<file path="src/design/tcw_pkg.sv">
// ----------------------------------------------------------------------------
// tcw_pkg : shared types and constants for the text console writer
// Beat layouts of the command and response channels, command codes and the
// default screen geometry.
// ----------------------------------------------------------------------------
package tcw_pkg;

    localparam int COLUMNS_DEFAULT = 80;
    localparam int ROWS_DEFAULT    = 25;

    localparam int CURSOR_W = 15;
    localparam int CELL_W   = 16;

    localparam logic [7:0] CH_NUL     = 8'd0;
    localparam logic [7:0] CH_NEWLINE = 8'd10;
    localparam logic [7:0] CH_RETURN  = 8'd13;

    typedef enum logic [2:0] {
        CMD_PUT   = 3'd0,
        CMD_LEFT  = 3'd1,
        CMD_RIGHT = 3'd2,
        CMD_CLEAR = 3'd3,
        CMD_READ  = 3'd4
    } tcw_cmd_t;

    typedef struct packed {
        logic [2:0]          cmd;
        logic [7:0]          character;
        logic [7:0]          color;
        logic [CURSOR_W-1:0] step;
        logic [10:0]         cell_address;
    } tcw_in_t;

    typedef struct packed {
        logic [7:0]          read_char;
        logic [7:0]          read_color;
        logic [CURSOR_W-1:0] cursor;
        logic                scrolled;
    } tcw_out_t;

    // status of the column remainder unit
    typedef struct packed {
        logic                done;
        logic [CURSOR_W-1:0] rem;
    } tcw_mod_status_t;

endpackage

</file>
<file path="src/design/tcw_mod_unit.sv">
// ----------------------------------------------------------------------------
// tcw_mod_unit : cursor-modulo-columns unit
// Reciprocal multiply for the row number is registered, then the unit
// multiplies back and subtracts; remainder and done are registered together.
// ----------------------------------------------------------------------------
module tcw_mod_unit #(
    parameter int COLUMNS = tcw_pkg::COLUMNS_DEFAULT
) (
    input  logic                          clk,
    input  logic                          rst_n,
    input  logic                          start,
    input  logic [tcw_pkg::CURSOR_W-1:0]  value,
    output tcw_pkg::tcw_mod_status_t      status
);
    import tcw_pkg::*;

    // ceil(2^SH / COLUMNS) gives an exact quotient for every CURSOR_W-bit value
    localparam int LW = $clog2(COLUMNS);
    localparam int SH = CURSOR_W + LW;
    localparam int MW = CURSOR_W + 1;
    localparam int PW = CURSOR_W + MW;
    localparam int QW = PW - SH;
    localparam logic [MW-1:0] MULT = MW'(((1 << SH) + COLUMNS - 1) / COLUMNS);

    logic [PW-1:0]       prod_reg, prod_next;
    logic [CURSOR_W-1:0] val_reg,  val_next;
    logic [CURSOR_W-1:0] rem_reg,  rem_next;
    logic                busy_reg, busy_next;
    logic                done_reg, done_next;

    logic [QW-1:0]       quot;
    logic [CURSOR_W-1:0] back;

    assign quot = prod_reg[PW-1:SH];
    assign back = CURSOR_W'(quot) * CURSOR_W'(COLUMNS);

    always_comb
    begin
        prod_next = prod_reg;
        val_next  = val_reg;
        rem_next  = rem_reg;
        busy_next = 1'b0;
        done_next = 1'b0;
        if (start)
        begin
            prod_next = PW'(value) * PW'(MULT);
            val_next  = value;
            busy_next = 1'b1;
        end
        else if (busy_reg)
        begin
            // take away whole rows
            rem_next  = val_reg - back;
            done_next = 1'b1;
        end
    end

    always_ff @(posedge clk or negedge rst_n)
    begin
        if (!rst_n)
        begin
            busy_reg <= 1'b0;
            done_reg <= 1'b0;
        end
        else
        begin
            busy_reg <= busy_next;
            done_reg <= done_next;
        end
    end

    always_ff @(posedge clk)
    begin
        prod_reg <= prod_next;
        val_reg  <= val_next;
        rem_reg  <= rem_next;
    end

    assign status.done = done_reg;
    assign status.rem  = rem_reg;

    a_rem_below_columns: assert property (@(posedge clk) disable iff (!rst_n)
        done_reg |-> (32'(rem_reg) < COLUMNS))
        else $error("remainder not below column count");

    a_start_when_free: assert property (@(posedge clk) disable iff (!rst_n)
        start |-> !busy_reg)
        else $error("remainder unit restarted while busy");

    a_done_ends_busy: assert property (@(posedge clk) disable iff (!rst_n)
        done_reg |-> !busy_reg && $past(busy_reg))
        else $error("done without a finished run");

endmodule
</file>
<file path="config.mk">
export PLATFORM = sky130hd
export DESIGN_NAME = tcw_mod_unit
export DESIGN_NICKNAME = d
export VERILOG_FILES = /design/src/design/tcw_pkg.sv /design/src/design/tcw_mod_unit.sv
export SDC_FILE = /design/constraint.sdc
export NUM_CORES = 1
export LEC_CHECK = 0
export ABC_AREA = 1
export BUFFER_PORTS_ARGS = -buffer_cell sky130_fd_sc_hd__buf_4
export CAP_MARGIN = 15
export CORE_MARGIN = 2
export CORE_UTILIZATION = 30
export DETAILED_ROUTE_END_ITERATION = 10
export PLACE_DENSITY = 0.51
export SLEW_MARGIN = 5
export SYNTH_ARGS = -nofsm -noshare
export SYNTH_HDL_FRONTEND = slang
export SYNTH_SLANG_ARGS = --single-unit
</file>
<file path="constraint.sdc">
create_clock -name clk -period 3.75 [get_ports clk]
set_clock_uncertainty 0.1 [all_clocks]
set_input_delay 0.1875 -clock clk [delete_from_list [all_inputs] [get_ports clk]]
set_output_delay 0.1875 -clock clk [all_outputs]
set_load 0.02 [all_outputs]
</file>
# Word-level counts from Yosys, hierarchy flattened

Index checks and enable logic that the tools add are counted.

Div/mod/pow operators: 0
Reductions and logical operators: 1
Bitwise logic cells: 1
Eq/ne operators: 0
$add $sub $neg: 1
$lt $le $gt $ge: 0
Muxes and demuxes: 3
Shift operators: 0
Multiply operators: 2

Operators with widths:

| cell                                                                  | number |
|---|---|
| 15-bit by 16-bit multiplier with 31-bit output, second input constant | 1 |
| 15-bit subtractor                                                     | 1 |
| 9-bit by 3-bit multiplier with 11-bit output, second input constant   | 1 |
| 1-bit 2-to-1 mux                                                      | 3 |
| 2-bit AND reduction                                                   | 1 |
| 1-bit inverter                                                        | 1 |

Input port bits: 18
Latch bits: 0
Bits in writable memories: 0
Bits in read-only memories: 0
Output and inout bits: 16
Memories kept: 0
Logic and storage cells: 13
Register bits after elaboration: 63

# Longest topological paths before layout

Gate-level depths: netlist of the first run.

Word-level depth: 2
Depth in mapped cells: 23
Mapped depth without buffers: 23

# Worst setup path before layout of the first run

Ideal clock, no wire load.

Path kind: in2reg
Start point: in value[13] (netlist name)
End point: reg prod_reg[30] (data pin)
Slack: -826 ps
Buffers on the path: 0
Cell stages on the path: 22
Arrival: 4224 ps
Library setup time: 252 ps
Data required time: 3398 ps
Cell sequence: inv_1 ha_1 fa_1 fa_1 inv_1 ha_1 a21o_1 fa_1 inv_1 fa_1 inv_1 ha_1 nand2_1 inv_1 nand2_1 nand2_1 nand2_1 nand3_1 a21oi_1 nand2_1 nand2_1 nand2_1

Cells in the longest elaborated chain, start to end: 1

Ends and longest elaborated chain:

| what                                           | RTL line           | source |
|---|---|---|
| from (decl)                                    | tcw_mod_unit.sv:12 | `input logic [tcw_pkg::CURSOR_W-1:0] value,` |
| 15-bit by 16-bit multiplier with 31-bit output | tcw_mod_unit.sv:46 | `prod_next = PW'(value) * PW'(MULT);` |
| to (signal assigned)                           | tcw_mod_unit.sv:74 | `prod_reg <= prod_next;` |
| to (decl)                                      | tcw_mod_unit.sv:25 | `logic [PW-1:0] prod_reg, prod_next;` |

Every way passes these cells.
A chain may end at the register's enable or synchronous reset.

# Worst setup path in the final report of the first run

Start point: in value[10] (netlist name)
End point: reg prod_reg[27] (data pin)

Same word-level chain as after synthesis.

==> flow_summary.json, run 1 <==
{
  "crit_required_ps": 3710,
  "synth.most_common_cell": "inv_1",
  "wl_per_cell_um": 13.5,
  "first_pass_iters": 4,
  "grt_pass1_vias": 5090,
  "yosysTopAreaCell": "ha_1",
  "holdWs_ps": 88.6,
  "routed_wl_um": 15000,
  "synth-edff-count": 39,
  "drcViolationCount": 0,
  "fin_setup_tns_ps": -4770,
  "timing.critical_path.buf_inv": 6,
  "drive_gt1_frac": 0.266,
  "synth_cells": 712,
  "vias_per_cell": 4.34,
  "overflow": 0,
  "critPathCaptureType": "flip-flop",
  "core_um2": 20300,
  "track_usage": 0.149,
  "yosys-top-cells-area": "ha_1 (27%), edfxtp_1 (19%), fa_1 (19%), inv_1 (9.7%), nand2_1 (8.1%)",
  "instances_no_fill": 1113,
  "slew_headroom": 0.732,
  "crit_chain": "buf_8 > ha_4 > inv_2 > fa_2 > fa_2 > fa_1 > inv_1 > fa_1 > inv_2 > fa_1 > inv_2 > ha_4 > nand2_4 > nor2_4 > inv_2 > nor3_4 > nand2_2 > nand4_1 > nand2_2",
  "largest_reg_flops": 15,
  "antenna_left": 0,
  "fin_nets": 1055,
  "crit_path_frequent_cell": "inv_2",
  "finalHoldViolations": 0,
  "path_delay_family": "adder cells",
  "globalplace.congestion": 0.869,
  "finalSetupViolations": 9,
  "io_pins": 34,
  "grt_pass1_wl_um": 25300,
  "yosysUniqueCellTypes": 30,
  "worstSetupStartpointType": "input port",
  "status": "finished with violations",
  "die-area_um2": 22000,
  "hold_class": "input port to flip-flop",
  "dp.cells": 1099,
  "netlist_area_um2": 6240,
  "tritoncts": "built",
  "design_area_um2": 8100,
  "cp_slowest_stage_delay_ps": 540,
  "setup_ws_ps": -604,
  "die_w_um": 148,
  "synthArstFlopShare": 0.0488,
  "yosysSeqAreaShare": 0.196,
  "num_rows": 52,
  "placed_cell_area_um2": 7610,
  "rsz0062_at_grt": "yes",
  "synthFlopType": "edfxtp_1",
  "ys_seq_elements": 41,
  "period_share": 1.16,
  "clk_pin_slew_ps": 80,
  "cts_buffers": 5,
  "tightestPinTransition_ps": 401,
  "area_growth_pct": 29.8,
  "drv_slew": 0,
  "critPathSlowestCell": "fa_1",
  "crit_type": "input port to flip-flop",
  "grt_max_degree": 27,
  "max_freq_mhz": 230,
  "failed_checks": "negative setup slack",
  "clock_sinks": 41,
  "clockBufferDepth": 2,
  "start_util": 0.307,
  "netlist.area_leader.share": 0.275,
  "critPathMaxFanout": 4,
  "io_buffers": 33,
  "synth_common_cells": "inv_1 (162), ha_1 (137), nand2_1 (134)",
  "htreeDepth": 2,
  "diodes": 0,
  "first_iter_violations": 159,
  "hpwl_um": 13400,
  "antenna_found_initial": 0,
  "yosysWarnings": 0,
  "synth_fp_nets": 925,
  "layout_min_cycle_time_ps": 4350,
  "max-cap-violations": 0,
  "clock_latency_ps": 310,
  "arrival_ps": 4310,
  "vias": 4825,
  "root_buffer": "clkbuf_16",
  "syn_avg_cell_area_um2": 8.76,
  "dieHeight_um": 148
}
[layout make-up]
class | instances | area (µm²)
timing repair buffer | 124 | 962
tap | 270 | 338
clock inverter | 3 | 17.5
clock buffer | 5 | 125
inverter | 164 | 618
multi-input combinational | 506 | 4820
fill | 2111 | 12200
sequential | 41 | 1220
[cells by family (layout without fill, tap and decap cells)]
group	after synthesis	after routing	synth area share
AOI/OAI and AO/OA	67	67	0.0612
xor gates and xnor gates	20	20	0.0281
adders and majority gates	195	195	0.461
buffers and inverters	165	296	0.0999
DFF	41	41	0.196
and+or+nand+nor	224	224	0.154
[routing by layer]
metal	share of wire	global-route usage
met4	0.015	0.0324
met1	0.47	0.194
met3	0.021	0.0199
met5	0	0
met2	0.49	0.263
[stage by stage]
stage                     setup WS, ps  utilization
after CTS                         -607        0.390
after global routing              -728        0.399
after detailed placement          -989        0.375
after floorplan                   -527            -
final                             -604        0.399
after global placement            -996        0.375
[worst paths after layout]
| kind | startpoint | endpoint | slack [ps] | depth (start not counted) |
|---|---|---|---|---|
| setup / recovery | value[10] | prod_reg[27] | -600 | 19 |
| hold / removal | value[7] | val_reg[7] | 90 | 2 |
| setup reg to reg | prod_reg[23] | rem_reg[14] | 320 | 17 |
| hold reg to reg | prod_reg[0] | rem_reg[0] | 320 | 0 |
| max in group asynchronous | rst_n | done_reg | 3350 | 2 |
| min in group asynchronous | rst_n | busy_reg | 110 | 2 |
[placed cells by master (no fill, tap or decap), drive strengths merged]
cell type / synthesis / routed
a21oi: 35 / 35
o21a: 1 / 1
o21bai: 6 / 6
o21ai: 13 / 13
nand3: 26 / 26
ha: 137 / 137
o31ai: 1 / 1
clkbuf: 0 / 5
clkinv: 0 / 2
xor2: 12 / 12
xnor2: 8 / 8
nor3: 9 / 9
nor2: 41 / 41
nand4: 4 / 4
edfxtp: 39 / 39
a21o: 10 / 10
buf: 1 / 122
inv: 164 / 164
nand2: 140 / 140
dlygate4sd3: 0 / 2
or2: 1 / 1
nand3b: 2 / 2
nor4: 1 / 1
dfrtp: 2 / 2
a31oi: 1 / 1
fa: 58 / 58
clkinvlp: 0 / 1
[repair_timing]
item	4_1_cts	5_1_grt
pin swaps	32	42
buffers inserted	2	2
gates resized for setup	31	39
endpoints found under the hold margin	3	0
endpoints found under the setup margin	9	10
hold buffers	2	0
[worst register-to-register path, cell delays in order, from the launching register on]
cell and delay, ps:
edfxtp_1 480, ha_1 330, ha_1 170, inv_1 60, fa_1 410, o21ai_1 220, nand2_1 80, nand2_1 60
a21oi_1 60, xor2_1 150, ha_1 340, nand2_1 90, nor3_1 200, o21ai_0 130, nand3_1 150, inv_1 50
nand2_1 60, nand2_1 40
Power of run 1 is left out: the tool's default activity adds up to more than one toggle a clock period on the data nets, which glitch-free logic cannot reach.
==> run 2: changes to the inputs <==
--- a/config.mk
+++ b/config.mk
@@ -9,9 +9,9 @@
 export BUFFER_PORTS_ARGS = -buffer_cell sky130_fd_sc_hd__buf_4
 export CAP_MARGIN = 15
 export CORE_MARGIN = 2
-export CORE_UTILIZATION = 30
+export CORE_UTILIZATION = 62
 export DETAILED_ROUTE_END_ITERATION = 10
-export PLACE_DENSITY = 0.51
+export PLACE_DENSITY = 0.87
 export SLEW_MARGIN = 5
 export SYNTH_ARGS = -nofsm -noshare
 export SYNTH_HDL_FRONTEND = slang
==> flow_summary.json, run 2 (same netlist as run 1, synthesis figures left out) <==
{
  "routed_wl_um": 18100,
  "drcViolationCount": 0,
  "cp_slowest_stage_delay_ps": 580,
  "grt_max_degree": 27,
  "placed_cell_area_um2": 7280,
  "core_um2": 9770,
  "crit_required_ps": 3720,
  "start_util": 0.638,
  "arrival_ps": 4420,
  "grt_pass1_wl_um": 29200,
  "hpwl_um": 13800,
  "tightestPinTransition_ps": 495,
  "antenna_found_initial": 0,
  "root_buffer": "clkbuf_8",
  "cts_buffers": 5,
  "dieHeight_um": 104,
  "io_pins": 34,
  "clockBufferDepth": 2,
  "globalplace.congestion": 1.03,
  "vias_per_cell": 5.72,
  "largest_reg_flops": 15,
  "fin_nets": 1038,
  "finalHoldViolations": 0,
  "failed_checks": "negative setup slack",
  "grt_pass1_vias": 6020,
  "setup_ws_ps": -703,
  "clock_latency_ps": 320,
  "crit_type": "input port to flip-flop",
  "worstSetupStartpointType": "input port",
  "fillCellCount": 544,
  "critPathCaptureType": "flip-flop",
  "tritoncts": "built",
  "layout_min_cycle_time_ps": 4450,
  "vias": 5488,
  "first_pass_iters": 6,
  "critPathSlowestCell": "fa_1",
  "die-area_um2": 10900,
  "wl_per_cell_um": 18.8,
  "die_w_um": 104,
  "overflow": 0,
  "mostFrequentLayoutCell": "inv_1",
  "status": "finished with violations",
  "antenna_left": 0,
  "slew_headroom": 0.666,
  "max-cap-violations": 0,
  "io_buffers": 33,
  "clk_pin_slew_ps": 100,
  "hold_class": "input port to async pin",
  "drv_slew": 0,
  "area_growth_pct": 25.0,
  "period_share": 1.19,
  "max_freq_mhz": 225,
  "drive_gt1_frac": 0.258,
  "rsz0062_at_grt": "yes",
  "holdWs_ps": 73.6,
  "track_usage": 0.345,
  "diodes": 0,
  "crit_chain": "buf_12 > ha_4 > inv_2 > fa_2 > fa_2 > fa_1 > inv_2 > fa_1 > inv_2 > fa_1 > inv_2 > ha_4 > nand2_4 > inv_2 > nand2_1 > nand2_1 > nand2_2 > nand3_4 > a21oi_4 > nand2_1 > nand2_1 > nand2_1",
  "clock_sinks": 41,
  "first_iter_violations": 271,
  "critPathMaxFanout": 4,
  "place_ws_ps": -968,
  "final_cell_mix": "inv_1 (145), ha_1 (119), nand2_1 (116)",
  "num_rows": 36,
  "finalSetupViolations": 9,
  "design_area_um2": 7800,
  "htreeDepth": 2
}
-- run 2: per-stage QoR --
stage | TNS, ps | cells | utilization
after global placement | -7500 | 941 | 0.745
final | -5280 | 959 | 0.798
after CTS | -4090 | 955 | 0.786
after detailed placement | -8250 | 941 | 0.745
after floorplan | -4270 | 712 | -
after global routing | -6730 | 959 | 0.798
-- run 2: layout make-up --
| type | instances | area [µm²] | area share |
|---|---|---|---|
| Timing Repair Buffer | 107 | 860 | 0.110 |
| Multi-Input combinational cell | 506 | 4840 | 0.620 |
| Clock buffer | 5 | 68.8 | 0.00882 |
| Inverter | 164 | 623 | 0.0799 |
| Sequential cell | 41 | 1220 | 0.157 |
| Tap cell | 133 | 166 | 0.0213 |
| Clock inverter | 3 | 25.0 | 0.00321 |
-- run 2: critical path: cells and delay by family --
family	cells	cell delay [ps]
buf+inv	6	360
simple gates	8	630
compound gates	1	190
fa+ha+maj	7	3040
-- run 2: worst paths after layout --
path | from | end | slack, ps | cells after the start
max in group asynchronous | rst_n | done_reg | 3380 | 2
min reg2reg | val_reg[3] | rem_reg[3] | 320 | 0
min in group clk | value[14] | val_reg[14] | 80 | 2
min | rst_n | busy_reg | 70 | 2
max | value[10] | prod_reg[30] | -700 | 22
max reg2reg | prod_reg[23] | rem_reg[14] | 160 | 17
-- run 2: what timing repair did --
| action | CTS | global route |
|---|---|---|
| cloned | 0 | 0 |
| hold endpoints to repair | 3 | 0 |
| endpoints found under the setup margin | 9 | 10 |
| setup buffers | 4 | 3 |
| resized for setup | 51 | 26 |
| pin swaps | 40 | 16 |
| hold buffers | 2 | 0 |
-- run 2: layer usage --
metal	GRT usage	wire length, µm	vias to the layer above
met4	0.239	1470	0
met3	0.0739	1260	128
met5	0	0	-
li1	-	-	2509
met2	0.608	9140	297
met1	0.365	6180	2554
Power of run 2 is left out for the same reason.
